$ cat src/rtl/ook_pulse_qualifier_assert.svh
// Assertion helpers shared by the block. Both expect clk and arst_n in scope.
`ifndef OOK_PULSE_QUALIFIER_ASSERT_SVH
`define OOK_PULSE_QUALIFIER_ASSERT_SVH

// The consequent must hold in the same cycle as the antecedent.
`define OPQ_ASSERT_SAME(label, ante, cons, msg) \
	label: assert property (@(posedge clk) disable iff (!arst_n) (ante) |-> (cons)) \
		else $error(msg);

// The consequent must hold in the cycle after the antecedent.
`define OPQ_ASSERT_NEXT(label, ante, cons, msg) \
	label: assert property (@(posedge clk) disable iff (!arst_n) (ante) |=> (cons)) \
		else $error(msg);

`endif

$ cat src/rtl/opq_pkg.sv
package opq_pkg;

	// Default sizing of the qualifier.
	localparam int WARMUP_SEGMENTS_DEF = 8;
	localparam int MAX_RECORDS_DEF     = 4096;

	// Record positions whose strengths feed the reference averages.
	localparam int CAP_FIRST = 5;
	localparam int CAP_LAST  = 8;

	// Front-end operation codes.
	localparam logic [1:0] OP_HIGH_END   = 2'd0;
	localparam logic [1:0] OP_LOW_END    = 2'd1;
	localparam logic [1:0] OP_LONG_PAUSE = 2'd2;
	localparam logic [1:0] OP_FAULT      = 2'd3;

	// End codes.
	localparam logic [3:0] END_PAUSE          = 4'd0;
	localparam logic [3:0] END_LIMIT          = 4'd1;
	localparam logic [3:0] END_WEAK_START     = 4'd2;
	localparam logic [3:0] END_STRONG_START   = 4'd3;
	localparam logic [3:0] END_WARMUP_PAUSE   = 4'd4;
	localparam logic [3:0] END_WARMUP_UNREL_H = 4'd5;
	localparam logic [3:0] END_WARMUP_UNREL_L = 4'd6;
	localparam logic [3:0] END_FEW_REL_H      = 4'd7;
	localparam logic [3:0] END_FEW_REL_L      = 4'd8;
	localparam logic [3:0] END_MANY_UNREL_H   = 4'd9;
	localparam logic [3:0] END_MANY_UNREL_L   = 4'd10;
	localparam logic [3:0] END_COLLISION      = 4'd11;
	localparam logic [3:0] END_FAULT          = 4'd12;

	// Configuration register indexes.
	localparam int CFG_IDX_W = 2;
	localparam logic [CFG_IDX_W-1:0] CFG_SENSITIVITY = 2'd0;
	localparam logic [CFG_IDX_W-1:0] CFG_DELTA       = 2'd1;
	localparam logic [CFG_IDX_W-1:0] CFG_MAX_LENGTH  = 2'd2;
	localparam int CFG_DATA_W = 12;

	localparam logic [7:0]  SENSITIVITY_RST = 8'd40;
	localparam logic [7:0]  DELTA_RST       = 8'd8;
	localparam logic [11:0] MAX_LENGTH_RST  = 12'd4095;

	// Saturation points of the run and unreliable counters.
	localparam logic [1:0]  RUN_MAX = 2'd3;
	localparam logic [11:0] CNT_MAX = 12'd4095;

	typedef struct packed {
		logic [1:0]  operation;
		logic [31:0] duration;
		logic [7:0]  next_strength;
	} item_t;

	typedef struct packed {
		logic [7:0]  sensitivity;
		logic [7:0]  delta_strength;
		logic [11:0] max_length;
	} cfg_t;

	typedef struct packed {
		logic        record_valid;
		logic [11:0] record_index;
		logic [30:0] record_value;
		logic        finished;
		logic [3:0]  end_code;
		logic [11:0] recorded_count;
		logic [11:0] unreliable_total;
		logic [7:0]  ref_high;
		logic [7:0]  ref_low;
	} res_t;

endpackage

$ cat src/rtl/opq_in_stage.sv
module opq_in_stage (
	input  logic          clk,
	input  logic          arst_n,
	input  logic          in_valid,
	output logic          in_stall,
	input  opq_pkg::item_t in_item,
	input  logic          advance,
	output logic          s1_valid,
	output opq_pkg::item_t s1_item
);

	logic           valid_s1;
	opq_pkg::item_t item_s1;
	logic           accept;

	// The stage can refill in the same cycle in which its item moves on.
	assign in_stall = valid_s1 && !advance;
	assign accept   = in_valid && !in_stall;

	always_ff @(posedge clk or negedge arst_n) begin
		if (!arst_n) begin
			valid_s1 <= 1'b0;
		end else if (accept) begin
			valid_s1 <= 1'b1;
		end else if (advance) begin
			valid_s1 <= 1'b0;
		end
	end

	always_ff @(posedge clk) begin
		if (accept) begin
			item_s1 <= in_item;
		end
	end

	assign s1_valid = valid_s1;
	assign s1_item  = item_s1;

endmodule

$ cat src/rtl/opq_core.sv
module opq_core #(
	parameter int WARMUP_SEGMENTS = opq_pkg::WARMUP_SEGMENTS_DEF,
	parameter int MAX_RECORDS     = opq_pkg::MAX_RECORDS_DEF
) (
	input  logic           clk,
	input  logic           arst_n,
	input  logic           step,
	input  opq_pkg::item_t item,
	input  opq_pkg::cfg_t  cfg,
	output opq_pkg::res_t  res,
	output logic           res_any
);

	// Position counter covers the limit plus the warm-up overshoot.
	localparam int PW = $clog2(MAX_RECORDS + WARMUP_SEGMENTS + 4);
	localparam logic [PW-1:0] REC_LAST = PW'(MAX_RECORDS - 1);
	localparam logic [PW-1:0] WARM_CNT = PW'(WARMUP_SEGMENTS);
	localparam logic [PW-1:0] POS_ONE  = PW'(1);

	typedef enum logic [2:0] {
		PH_WAIT_PAUSE,
		PH_WAIT_START,
		PH_WARM_HIGH,
		PH_WARM_LOW,
		PH_MAIN_HIGH,
		PH_MAIN_LOW
	} phase_t;

	phase_t      phase_q, phase_d;
	logic [PW-1:0] pos_q, pos_d, pos_inc, limit;
	logic [11:0] kept_q, kept_d;
	logic [1:0]  rel_q, rel_d, rel_inc;
	logic [1:0]  ur_q, ur_d;
	logic [1:0]  cr_q, cr_d;
	logic [7:0]  ws_q [4];
	logic [7:0]  ws_d [4];
	logic [7:0]  cur_q, cur_d;
	logic [7:0]  plow_q, plow_d;
	logic [11:0] cnt_q, cnt_d, cnt_inc;
	logic [7:0]  refh_q, refh_d;
	logic [7:0]  refl_q, refl_d;

	logic [7:0]  refh_o, refl_o;
	logic        rec_vld, rec_ok, fin;
	logic [3:0]  code;
	logic [8:0]  sens_hi, low_step, ns_step, win_up;
	logic [7:0]  win_lo;
	logic        hi_ge_low, hi_ge_ns, ns_ge_low, out_win;
	logic        cap_hit, lim_over, warm;
	logic [1:0]  cap_idx;
	logic [8:0]  sum_h, sum_l;

	always_comb begin
		sens_hi   = {1'b0, cfg.sensitivity} + {2'b0, cfg.sensitivity[7:1]};
		low_step  = {1'b0, plow_q} + {1'b0, cfg.delta_strength};
		ns_step   = {1'b0, item.next_strength} + {1'b0, cfg.delta_strength};
		hi_ge_low = {1'b0, cur_q} >= low_step;
		hi_ge_ns  = {1'b0, cur_q} >= ns_step;
		ns_ge_low = {1'b0, item.next_strength} >= low_step;
		win_up    = {1'b0, refh_q} + {1'b0, cfg.delta_strength};
		win_lo    = (refh_q > cfg.delta_strength) ? (refh_q - cfg.delta_strength) : 8'd0;
		out_win   = ({1'b0, cur_q} > win_up) || (cur_q < win_lo);
		pos_inc   = pos_q + POS_ONE;
		lim_over  = {20'd0, cfg.max_length} > 32'(MAX_RECORDS - 1);
		limit     = lim_over ? REC_LAST : PW'(cfg.max_length);
		cap_hit   = (pos_q >= PW'(opq_pkg::CAP_FIRST)) && (pos_q <= PW'(opq_pkg::CAP_LAST));
		cap_idx   = 2'(pos_q - PW'(opq_pkg::CAP_FIRST));
		rel_inc   = (rel_q == opq_pkg::RUN_MAX) ? opq_pkg::RUN_MAX : rel_q + 2'd1;
		cnt_inc   = (cnt_q == opq_pkg::CNT_MAX) ? cnt_q : cnt_q + 12'd1;
		warm      = (phase_q == PH_WARM_HIGH) || (phase_q == PH_WARM_LOW);
	end

	always_comb begin
		phase_d = phase_q;
		pos_d   = pos_q;
		kept_d  = kept_q;
		rel_d   = rel_q;
		ur_d    = ur_q;
		cr_d    = cr_q;
		ws_d    = ws_q;
		cur_d   = cur_q;
		plow_d  = plow_q;
		cnt_d   = cnt_q;
		refh_d  = refh_q;
		refl_d  = refl_q;
		refh_o  = refh_q;
		refl_o  = refl_q;
		rec_vld = 1'b0;
		rec_ok  = 1'b0;
		fin     = 1'b0;
		code    = opq_pkg::END_PAUSE;

		case (phase_q)
			PH_WAIT_START: begin
				if (item.operation == opq_pkg::OP_LOW_END) begin
					refh_o = item.next_strength;
					refl_o = 8'd0;
					if (item.next_strength < cfg.sensitivity) begin
						fin  = 1'b1;
						code = opq_pkg::END_WEAK_START;
					end else if ({1'b0, item.next_strength} > sens_hi) begin
						fin  = 1'b1;
						code = opq_pkg::END_STRONG_START;
					end else begin
						phase_d = PH_WARM_HIGH;
						cur_d   = item.next_strength;
						plow_d  = 8'd0;
						pos_d   = POS_ONE;
						refh_d  = 8'd0;
						refl_d  = 8'd0;
					end
				end
			end
			PH_WARM_HIGH, PH_MAIN_HIGH: begin
				if (cap_hit) ws_d[cap_idx] = cur_q;
				rec_vld = 1'b1;
				pos_d   = pos_inc;
				if (item.operation != opq_pkg::OP_HIGH_END) begin
					fin  = 1'b1;
					code = opq_pkg::END_FAULT;
				end else begin
					plow_d = item.next_strength;
					rec_ok = hi_ge_low && hi_ge_ns;
					if (warm) begin
						if (!rec_ok) begin
							fin  = 1'b1;
							code = opq_pkg::END_WARMUP_UNREL_H;
						end else begin
							phase_d = PH_WARM_LOW;
						end
					end else begin
						phase_d = PH_MAIN_LOW;
						if (rec_ok) begin
							rel_d = rel_inc;
							ur_d  = 2'd0;
							if (out_win) begin
								if (cr_q == opq_pkg::RUN_MAX) begin
									fin  = 1'b1;
									code = opq_pkg::END_COLLISION;
								end else begin
									cr_d = cr_q + 2'd1;
								end
							end else begin
								cr_d = 2'd0;
							end
						end else begin
							cnt_d = cnt_inc;
							if (ur_q == 2'd0 && rel_q != opq_pkg::RUN_MAX) begin
								fin  = 1'b1;
								code = opq_pkg::END_FEW_REL_H;
							end else if (ur_q == opq_pkg::RUN_MAX) begin
								fin  = 1'b1;
								code = opq_pkg::END_MANY_UNREL_H;
							end else begin
								rel_d = 2'd0;
								ur_d  = ur_q + 2'd1;
							end
						end
					end
				end
			end
			PH_WARM_LOW, PH_MAIN_LOW: begin
				if (cap_hit) ws_d[cap_idx] = plow_q;
				rec_vld = 1'b1;
				pos_d   = pos_inc;
				if (item.operation == opq_pkg::OP_LONG_PAUSE) begin
					rec_ok = 1'b1;
					kept_d = 12'(pos_q - POS_ONE);
					fin    = 1'b1;
					code   = warm ? opq_pkg::END_WARMUP_PAUSE : opq_pkg::END_PAUSE;
				end else if (item.operation != opq_pkg::OP_LOW_END) begin
					if (warm) kept_d = 12'(pos_q - POS_ONE);
					fin  = 1'b1;
					code = opq_pkg::END_FAULT;
				end else begin
					cur_d  = item.next_strength;
					rec_ok = hi_ge_low && ns_ge_low;
					if (warm) begin
						if (!rec_ok) begin
							fin  = 1'b1;
							code = opq_pkg::END_WARMUP_UNREL_L;
						end else if (pos_inc > WARM_CNT) begin
							cr_d    = 2'd0;
							ur_d    = 2'd0;
							rel_d   = opq_pkg::RUN_MAX;
							refh_d  = sum_h[8:1];
							refl_d  = sum_l[8:1];
							phase_d = PH_MAIN_HIGH;
						end else begin
							phase_d = PH_WARM_HIGH;
						end
					end else begin
						if (rec_ok) begin
							kept_d = 12'(pos_inc);
							rel_d  = rel_inc;
							ur_d   = 2'd0;
						end else begin
							cnt_d = cnt_inc;
							if (ur_q == 2'd0 && rel_q != opq_pkg::RUN_MAX) begin
								fin  = 1'b1;
								code = opq_pkg::END_FEW_REL_L;
							end else if (ur_q == opq_pkg::RUN_MAX) begin
								fin  = 1'b1;
								code = opq_pkg::END_MANY_UNREL_L;
							end else begin
								rel_d = 2'd0;
								ur_d  = ur_q + 2'd1;
							end
						end
						if (!fin) begin
							if (pos_inc >= limit) begin
								kept_d = 12'(pos_inc);
								fin    = 1'b1;
								code   = opq_pkg::END_LIMIT;
							end else begin
								phase_d = PH_MAIN_HIGH;
							end
						end
					end
				end
			end
			default: begin
				phase_d = (item.operation == opq_pkg::OP_LONG_PAUSE) ? PH_WAIT_START : PH_WAIT_PAUSE;
			end
		endcase
	end

	// References average the strengths captured so far, including this beat's.
	assign sum_h = {1'b0, ws_d[0]} + {1'b0, ws_d[2]};
	assign sum_l = {1'b0, ws_d[1]} + {1'b0, ws_d[3]};

	always_comb begin
		res.record_valid     = rec_vld;
		res.record_index     = rec_vld ? 12'(pos_q) : 12'd0;
		res.record_value     = rec_vld ? {item.duration[31:2], !rec_ok} : 31'd0;
		res.finished         = fin;
		res.end_code         = fin ? code : 4'd0;
		res.recorded_count   = fin ? kept_d - 12'd1 : 12'd0;
		res.unreliable_total = fin ? cnt_d : 12'd0;
		res.ref_high         = fin ? refh_o : 8'd0;
		res.ref_low          = fin ? refl_o : 8'd0;
		res_any              = rec_vld || fin;
	end

	always_ff @(posedge clk or negedge arst_n) begin
		if (!arst_n) begin
			phase_q <= PH_WAIT_PAUSE;
			pos_q   <= POS_ONE;
			kept_q  <= 12'd1;
			rel_q   <= 2'd0;
			ur_q    <= 2'd0;
			cr_q    <= 2'd0;
			for (int i = 0; i < 4; i++) ws_q[i] <= 8'd0;
			cur_q   <= 8'd0;
			plow_q  <= 8'd0;
			cnt_q   <= 12'd0;
			refh_q  <= 8'd0;
			refl_q  <= 8'd0;
		end else if (step && fin) begin
			// Every end of reception starts over from the waiting state.
			phase_q <= PH_WAIT_PAUSE;
			pos_q   <= POS_ONE;
			kept_q  <= 12'd1;
			rel_q   <= 2'd0;
			ur_q    <= 2'd0;
			cr_q    <= 2'd0;
			for (int i = 0; i < 4; i++) ws_q[i] <= 8'd0;
			cur_q   <= 8'd0;
			plow_q  <= 8'd0;
			cnt_q   <= 12'd0;
			refh_q  <= 8'd0;
			refl_q  <= 8'd0;
		end else if (step) begin
			phase_q <= phase_d;
			pos_q   <= pos_d;
			kept_q  <= kept_d;
			rel_q   <= rel_d;
			ur_q    <= ur_d;
			cr_q    <= cr_d;
			ws_q    <= ws_d;
			cur_q   <= cur_d;
			plow_q  <= plow_d;
			cnt_q   <= cnt_d;
			refh_q  <= refh_d;
			refl_q  <= refl_d;
		end
	end

endmodule

$ cat src/rtl/opq_out_stage.sv
module opq_out_stage (
	input  logic          clk,
	input  logic          arst_n,
	input  logic          advance,
	input  logic          res_any,
	input  opq_pkg::res_t res_in,
	output logic          take,
	output logic          out_valid,
	input  logic          out_stall,
	output opq_pkg::res_t res_out
);

	logic          valid_q;
	opq_pkg::res_t res_q;

	// Room for a new result when empty or when the held one leaves now.
	assign take = !valid_q || !out_stall;

	always_ff @(posedge clk or negedge arst_n) begin
		if (!arst_n) begin
			valid_q <= 1'b0;
		end else if (advance) begin
			valid_q <= res_any;
		end else if (!out_stall) begin
			valid_q <= 1'b0;
		end
	end

	always_ff @(posedge clk) begin
		if (advance && res_any) begin
			res_q <= res_in;
		end
	end

	assign out_valid = valid_q;
	assign res_out   = res_q;

endmodule

$ cat src/rtl/ook_pulse_qualifier.sv
// A segment beat goes from the input register via the core into the output register.
// Throughput: one beat per cycle unless the output stalls; single-pass state update.
// A beat that causes no result is consumed without occupying the output register.
// Reset: arst_n clears the qualifier to waiting for a long pause and the registers
// to their defaults (sensitivity 40, delta 8, max length 4095); no clearing pass.
`include "ook_pulse_qualifier_assert.svh"

module ook_pulse_qualifier #(
	parameter int WARMUP_SEGMENTS = opq_pkg::WARMUP_SEGMENTS_DEF,
	parameter int MAX_RECORDS     = opq_pkg::MAX_RECORDS_DEF
) (
	input  logic                          clk,
	input  logic                          arst_n,
	// Segment channel from the front end.
	input  logic                          in_valid,
	output logic                          in_stall,
	input  logic [1:0]                    operation,
	input  logic [31:0]                   duration,
	input  logic [7:0]                    next_strength,
	// Result channel.
	output logic                          out_valid,
	input  logic                          out_stall,
	output logic                          record_valid,
	output logic [11:0]                   record_index,
	output logic [30:0]                   record_value,
	output logic                          finished,
	output logic [3:0]                    end_code,
	output logic [11:0]                   recorded_count,
	output logic [11:0]                   unreliable_total,
	output logic [7:0]                    ref_high,
	output logic [7:0]                    ref_low,
	// Register write channel.
	input  logic                          cfg_valid,
	output logic                          cfg_ready,
	input  logic [opq_pkg::CFG_IDX_W-1:0] cfg_index,
	input  logic [opq_pkg::CFG_DATA_W-1:0] cfg_data
);

	opq_pkg::item_t in_item;
	opq_pkg::item_t s1_item;
	opq_pkg::cfg_t  cfg_q;
	opq_pkg::res_t  core_res;
	opq_pkg::res_t  out_res;
	logic           s1_valid;
	logic           take;
	logic           advance;
	logic           core_any;

	assign in_item.operation     = operation;
	assign in_item.duration      = duration;
	assign in_item.next_strength = next_strength;

	// Registers are always writable. Writes are expected only while the block is
	// idle, so the qualifier never sees a setting change in the middle of a beat.
	// An index beyond the three registers is accepted and has no effect.
	assign cfg_ready = 1'b1;

	always_ff @(posedge clk or negedge arst_n) begin
		if (!arst_n) begin
			cfg_q.sensitivity    <= opq_pkg::SENSITIVITY_RST;
			cfg_q.delta_strength <= opq_pkg::DELTA_RST;
			cfg_q.max_length     <= opq_pkg::MAX_LENGTH_RST;
		end else if (cfg_valid && cfg_ready) begin
			case (cfg_index)
				opq_pkg::CFG_SENSITIVITY: cfg_q.sensitivity    <= cfg_data[7:0];
				opq_pkg::CFG_DELTA:       cfg_q.delta_strength <= cfg_data[7:0];
				opq_pkg::CFG_MAX_LENGTH:  cfg_q.max_length     <= cfg_data[11:0];
				default: ;
			endcase
		end
	end

	// The beat in the input register is processed in the cycle in which the
	// output register can take its result. A beat without a result still needs
	// that slot so that results leave in the same order as the beats came in.
	assign advance = s1_valid && take;

	opq_in_stage u_in_stage (
		.clk      (clk),
		.arst_n   (arst_n),
		.in_valid (in_valid),
		.in_stall (in_stall),
		.in_item  (in_item),
		.advance  (advance),
		.s1_valid (s1_valid),
		.s1_item  (s1_item)
	);

	// Phase tracking, reliability checks, run counters and reference averaging
	// all sit in one combinational pass on the registered beat.
	opq_core #(
		.WARMUP_SEGMENTS (WARMUP_SEGMENTS),
		.MAX_RECORDS     (MAX_RECORDS)
	) u_core (
		.clk     (clk),
		.arst_n  (arst_n),
		.step    (advance),
		.item    (s1_item),
		.cfg     (cfg_q),
		.res     (core_res),
		.res_any (core_any)
	);

	opq_out_stage u_out_stage (
		.clk       (clk),
		.arst_n    (arst_n),
		.advance   (advance),
		.res_any   (core_any),
		.res_in    (core_res),
		.take      (take),
		.out_valid (out_valid),
		.out_stall (out_stall),
		.res_out   (out_res)
	);

	assign record_valid     = out_res.record_valid;
	assign record_index     = out_res.record_index;
	assign record_value     = out_res.record_value;
	assign finished         = out_res.finished;
	assign end_code         = out_res.end_code;
	assign recorded_count   = out_res.recorded_count;
	assign unreliable_total = out_res.unreliable_total;
	assign ref_high         = out_res.ref_high;
	assign ref_low          = out_res.ref_low;

	// A result beat always carries a record, an end of reception, or both.
	`OPQ_ASSERT_SAME(a_result_has_content, out_valid, record_valid || finished, "empty result beat")

	// A rejected start pulse ends reception without writing a record.
	`OPQ_ASSERT_SAME(a_start_reject_no_record, out_valid && finished && (end_code == opq_pkg::END_WEAK_START || end_code == opq_pkg::END_STRONG_START), !record_valid, "record on rejected start")

	// While the input is stalled the held beat must still be there next cycle.
	`OPQ_ASSERT_NEXT(a_stall_keeps_beat, in_stall, s1_valid, "stalled beat lost")

endmodule

$ cat config.mk
export PLATFORM = sky130hd
export DESIGN_NAME = ook_pulse_qualifier
export DESIGN_NICKNAME = d
export VERILOG_FILES = /design/src/rtl/opq_pkg.sv /design/src/rtl/opq_in_stage.sv /design/src/rtl/opq_core.sv /design/src/rtl/opq_out_stage.sv /design/src/rtl/ook_pulse_qualifier.sv
export VERILOG_INCLUDE_DIRS = /design/src /design/src/rtl
export SDC_FILE = /design/constraint.sdc
export NUM_CORES = 1
export LEC_CHECK = 0
export BUFFER_PORTS_ARGS = -buffer_cell sky130_fd_sc_hd__buf_2
export CAP_MARGIN = 5
export CORE_MARGIN = 2
export CORE_UTILIZATION = 35
export DETAILED_ROUTE_END_ITERATION = 8
export PLACE_DENSITY = 0.55
export SYNTH_ARGS = -nofsm -noshare
export SYNTH_HDL_FRONTEND = slang
export SYNTH_SLANG_ARGS = --single-unit
$ cat constraint.sdc
create_clock -name clk -period 8.6 [get_ports clk]
set_input_delay 0.43 -clock clk [delete_from_list [all_inputs] [get_ports clk]]
set_output_delay 0.43 -clock clk [all_outputs]
set_load 0.05 [all_outputs]
## After elaboration in Yosys (flattened, before gate mapping)

Index checks and enable logic that the tools add are counted.

- Output and inout port bits: 92
- Logic and storage cells: 319
- Bits of input ports: 61
- Bits in registers: 271

- Bitwise gates (word level): 1
- Magnitude comparators: 14
- Eq/ne operators: 33
- Mux-type cells: 183
- Add/sub/neg operators: 15
- Reductions and logical operators: 41

Operator list:

| operator | number |
|---|---|
| two-way mux 8 bit | 33 |
| two-way mux 12 bit | 20 |
| two-way mux 32 bit | 4 |
| two-way mux 2 bit | 38 |
| two-way mux 4 bit | 17 |
| two-way mux 13 bit | 5 |
| bitwise mux 32 bit | 2 |
| case mux 32 bit (2 select lines) | 1 |
| case mux 8 bit (2 select lines) | 4 |
| two-way mux 3 bit | 18 |
| adder 8 x 8 -> 9 bit | 5 |
| two-way mux 1 bit | 31 |
| greater-or-equal comparator 8 x 9 -> 1 bit | 3 |
| case mux 13 bit (2 select lines) | 1 |
| case mux 12 bit (2 select lines) | 1 |
| subtractor 12 x 1 -> 12 bit (second input constant) | 2 |
| AND reduction 11 bit | 2 |
| > comparator 8 x 9 -> 1 bit | 2 |
| != test 3 bit (second input constant) | 6 |
| demux 8 bit (select 2 bit) | 1 |
| less-than comparator 8 bit | 2 |
| != test 4 bit (second input constant) | 4 |
| != test 3 x 1 -> 1 bit (second input constant) | 5 |
| adder 13 x 1 -> 13 bit (second input constant) | 1 |
| 41 further kinds | 79 |

## Depth between registers and ports, before layout

- Word-level depth: 18
- Depth in mapped cells: 27
- Depth with buffers taken out: 25

## By module

From an unflattened synthesis, not the netlist that was laid out.

- Cell total of the unflattened synthesis: 1791
- Area total of the unflattened synthesis: 17164.0 µm²

Modules (own cells, without submodules):

| module | cells an instance | area an instance (µm²) | times used |
|---|---|---|---|
| opq_core | 1588 | 12030.3 | 1 |
| opq_out_stage | 93 | 2717.6 | 1 |
| opq_in_stage | 47 | 1318.8 | 1 |
| ook_pulse_qualifier | 63 | 1097.3 | 1 |

## Worst setup path before layout

No wires, ideal clock.

- Kind: reg-to-reg
- Start point: register cfg_q[21] in the netlist's numbering
- End point: register u_out_stage.res_q, in the netlist u_out_stage.res_out[0] (enable)
- Library setup time: 568 ps
- Data arrival time: 7149 ps
- Clock period less this slack: 7717 ps
- Path slack: 883 ps
- Data required time: 8032 ps
- Stages on the path, launching flop included: 20
- Cells stage by stage: dfrtp_1 ha_1 a21o_1 a21oi_1 o21bai_1 a21oi_1 inv_1 a21oi_1 nor2_1 nor2_1 xnor2_1 ha_1 nand4_1 nor2_1 a21oi_1 o21ai_0 a21oi_1 nor3_1 nand2b_1 a21oi_1

- Longest elaborated chain between the ends: 8
- Elaborated cells on any way between the ends: 9
- Classes of those cells: 1 x add/sub; 2 x order compare; 4 x mux; 2 x reduce/logical

RTL lines:

| item | line | RTL |
|---|---|---|
| start, declared | ook_pulse_qualifier.sv:41 | `opq_pkg::cfg_t cfg_q;` |
| adder 8 x 7 -> 9 bit | opq_core.sv:54 | `sens_hi = {1'b0, cfg.sensitivity} + {2'b0, cfg.sensitivity[7:1]};` |
| > comparator 8 x 9 -> 1 bit | opq_core.sv:101 | `end else if ({1'b0, item.next_strength} > sens_hi) begin` |
| two-way mux 1 bit | opq_core.sv:101 |  |
| two-way mux 1 bit * | opq_core.sv:98 | `if (item.next_strength < cfg.sensitivity) begin` |
| two-way mux 1 bit * | opq_core.sv:95 | `if (item.operation == opq_pkg::OP_LOW_END) begin` |
| case mux 1 bit (3 select lines) * | opq_core.sv:93 | `case (phase_q)` |
| logical OR 1 bit * | opq_core.sv:242 | `res_any = rec_vld \|\| fin;` |
| logical AND 1 bit * | opq_out_stage.sv:30 | `if (advance && res_any) begin` |
| end signal, assigned | opq_out_stage.sv:31 | `res_q <= res_in;` |
| end, declared | opq_out_stage.sv:14 | `opq_pkg::res_t res_q;` |

Every way passes the cells marked *; elsewhere a longest branch is shown, timed or not.
A chain may end at the register's enable or synchronous reset.

## Final worst setup path

- Start point: register cfg_q[13] in the netlist's numbering
- End point: register u_core.cur_q[1]

- Longest elaborated chain between the ends: 16
- Elaborated cells on any way between the ends: 40
- Classes of those cells: 4 x add/sub; 6 x order compare; 5 x eq/ne; 18 x mux; 7 x reduce/logical

RTL lines:

| item | line | RTL |
|---|---|---|
| adder 8 x 8 -> 9 bit | opq_core.sv:55 | `low_step = {1'b0, plow_q} + {1'b0, cfg.delta_strength};` |
| greater-or-equal comparator 8 x 9 -> 1 bit, on equally long branches | opq_core.sv:57, opq_core.sv:59 |  |
| logical AND 1 bit | opq_core.sv:177 | `rec_ok = hi_ge_low && ns_ge_low;` |
| two-way mux 1 bit | opq_core.sv:193 | `if (rec_ok) begin` |
| two-way mux 1 bit | opq_core.sv:178 | `if (warm) begin` |
| two-way mux 1 bit | opq_core.sv:171 | `end else if (item.operation != opq_pkg::OP_LOW_END) begin` |
| two-way mux 1 bit | opq_core.sv:166 | `if (item.operation == opq_pkg::OP_LONG_PAUSE) begin` |
| two-way mux 1 bit | opq_core.sv:93 |  |
| two-way mux 1 bit | opq_core.sv:210 | `if (!fin) begin` |
| two-way mux 1 bit | opq_core.sv:178 |  |
| two-way mux 1 bit | opq_core.sv:171 |  |
| two-way mux 1 bit | opq_core.sv:166 |  |
| case mux 1 bit (3 select lines) * | opq_core.sv:93 |  |
| logical AND 1 bit * | opq_core.sv:259 | `end else if (step && fin) begin` |
| != test 3 x 1 -> 1 bit (no line), or another cell as far along | - |  |
| AND reduction 7 bit (no line) | - |  |
| end signal, assigned | opq_core.sv:281 | `cur_q <= cur_d;` |
| end, declared | opq_core.sv:37 | `logic [7:0] cur_q, cur_d;` |

Every way passes the cells marked *; elsewhere a longest branch is shown, timed or not. The select of a mux whose other input is x is not followed.

==> summary.txt <==
Achievable frequency: 168.2 MHz
DRT iter0 DRCs: 989
Pwr Total: 6.210 mW
Detailed Route WL: 47.64 mm
PortBufs: 149
Number of distinct library cells after synthesis: 94
Largest net degree at the start of global routing: 87
Rel. slew slack: 19.86%
WL met3: 2.534 mm
DR WL/cell: 18.99 um
WL met2: 22.48 mm
Post-synth EDFFs: 129
Vias: 13370
Post-CTS Hold Buffers: 40
GPL Wtd Cong: 0.8866
Worst EP required: 9.04 ns
YS warnings: 0
CP startpoint kind: register
H-Tree Depth: 1
Post_cts resized: 0
Grt total ovfl: 0
Final ANT Viol Nets: 0
Initial antenna violation count: 0
CP Data Arrival Time: 6.38 ns
DP Area: 0.01795 mm2
Tot GR Track Use: 19.21%
Most frequent cells after synthesis: nand2_1, edfxtp_1, ha_1
Hold WC Path Type: input pin to register
Filler cells: 4626
Syn_nets: 1917
Gate Count Post-Synth: 1724
Ys flop type: edfxtp_1
NumNets Final: 2070
Critical path's largest stage delay: 0.84 ns
Antenna diodes: 0
Status: complete, no violations
Clock sinks: 269
Post-DR vias/cell: 5.333
CTS buffer count: 31
Multi-input logic area: 0.008588 mm2
Vias in the first global route: 13170
Tcrit/Tclk final: 69.12%
Post-synthesis average cell area: 9.645 um2
PwrDens: 320.7 mW/mm2
Max-slew violations: 0
DP HPWL: 33.32 mm
Largest area contributor in the netlist: edfxtp_1
TritonCTS clock tree: built
Root Buffer: clkbuf_16
Post-synth ARST share: 52.04%
Total setup buffers inserted after CTS: 0
Hold WS: 0.03586 ns
Clock Latency Late Sink: 0.60 ns
Max cap viols: 0
Initial core utilization: 35.57%
Total core area: 0.04675 mm2
Share of layout cells above drive strength 1: 15.57%
Worst-path cell with the longest stage delay: o21ai_1
Pleak: 8.189 nW
Mapped Area: 0.01663 mm2
Layout Utilization: 41.42%
R2R depth: 24
Most frequent cell on the critical path: nor2_1
I/O pins: 153
Setup Skew: 0.01929 ns
Pre-antenna DRT Iters: 6
Die ar.: 0.04927 mm2
RSZ-0062 raised after global routing: no
Synth top area share: 23.30%
Top-count cell post-synth: nand2_1
Clock slew at reported path FFs: 0.07 ns
Setup crit end kind: register
Die Wd: 222.0 um
Number of synthesized register bits: 269
Clock Path Buffers: 3
Max layer used: met4
Row Count: 79
First-pass GRT wire length: 75.13 mm
Setup TNS: 0 ns
Final setup vio count: 0
CP max FO: 25
Maximum vdd drop: 0.1997 mV
Synth area leaders: edfxtp_1, dfrtp_1, ha_1, nand2_1, a21oi_1
DRT met1 WL: 21.65 mm
Critical path type: register to register
Worst-Margin Slew: 1.202 ns
# DRC: 0
Fin. Hold Viols: 0
Final Cell Area: 0.01936 mm2
Seq. cell area: 0.007398 mm2
Layout Area Growth over Synthesis: 16.46%
Final min period: 5.944 ns
Worst path cell trace: inv_1 -> ha_1 -> inv_1 -> o21bai_1 -> a21o_1 -> a21oi_1 -> o21ai_0 -> a21oi_1 -> nor2_1 -> nor2_1 -> xnor2_1 -> nand2_1 -> ha_1 -> nand4_1 -> nor2_1 -> nor4_1 -> a31oi_1 -> a211oi_1 -> or4_1 -> o211ai_1 -> and3_2 -> inv_2 -> o21ai_1 -> o21ai_0
Seq/Total Area, Yosys: 44.49%
Hold depth: 1
Die Ht: 222.0 um
-- worst max-delay path: cells and delay by family (launching register included) --
family                     cells  cell delay, ns
AOI/OAI and AO/OA             10            2.66
and+or+nand+nor                8            1.18
adders and majority gates      2            0.66
xor gates and xnor gates       1            0.12
DFF                            1            0.65
buffers and inverters          3            0.50
-- through the flow --
stage	std cells	setup WS, ns
final	2508	2.656
after global routing	2508	2.204
after CTS	2508	2.674
after detailed placement	2411	2.714
after floorplan	1724	0.8834
after global placement	2411	2.740
-- path summary, 6_finish.rpt --
path | from | slack, ns | endpoint
worst max-delay path | cfg_q[13] | 2.66 | u_core.cur_q[1]
min in group asynchronous | arst_n | 0.45 | u_out_stage.out_valid
worst min register to register | u_core.ws_q[22] | 0.48 | u_core.ws_q[22]
worst min-delay path | next_strength[3] | 0.04 | u_in_stage.s1_item[3]
max in group asynchronous | arst_n | 6.74 | cfg_q[26]
worst max register to register | cfg_q[13] | 2.66 | u_core.cur_q[1]
-- report_power, final --
part / internal [mW] / switching, mW / leakage, nW / total (mW)
clock: 0.764 / 0.575 / 0.489 / 1.34
combinational: 0.940 / 2.00 / 4.63 / 2.94
sequential: 1.68 / 0.252 / 3.07 / 1.93
total: 3.38 / 2.83 / 8.19 / 6.21
-- cell type report --
class	instances	share of cell area (%)
clock inverters	21	1.092
well taps	607	3.922
multi-input cells	1284	44.35
flip-flops and latches	269	38.21
repair buffers	207	6.649
clock buffers	36	4.155
inverters	84	1.628
-- logic make-up after synthesis --
group | after synthesis | synth area share, %
AND/OR/NAND/NOR | 565 | 15.95
other | 1 | 0.02255
flip-flops | 269 | 44.49
AO/OA/AOI/OAI | 468 | 18.37
multiplexers | 42 | 2.777
adder cells (fa/ha/maj) | 134 | 10.37
XOR/XNOR | 74 | 3.988
buffers and inverters | 171 | 4.026
-- per-layer routing --
layer	vias up	track usage, %
li1	6514	-
met1	6464	26.15
met2	334	32.42
met3	62	2.505
met4	0	4.599
met5	-	0
-- registers in the layout (all words and copies together) (netlist names), 3 cells and up --
signal,count
u_out_stage.res_out,89
u_in_stage.s1_item,40
u_core.ws_q,32
cfg_q,28
u_core.pos_q,13
u_core.cnt_q,12
u_core.kept_q,12
u_core.cur_q,8
u_core.plow_q,8
u_core.refh_q,8
u_core.refl_q,8
u_core.phase_q,3
-- placed cells by master, fill, tap and decap left out, drive strengths merged, types with 30 or more instances in the layout --
cell type / synthesis / final
mux2: 30 / 30
buf: 22 / 167
nand2: 233 / 233
a21oi: 122 / 122
o21ai: 140 / 140
dfrtp: 123 / 123
nand3: 41 / 41
edfxtp: 129 / 129
and2: 47 / 47
o31ai: 34 / 34
xnor2: 49 / 49
nor2: 109 / 109
inv: 84 / 87
clkbuf: 65 / 36
ha: 125 / 125
dlygate4sd3: 0 / 40
Note: power is estimated with default switching activity, not from simulation.
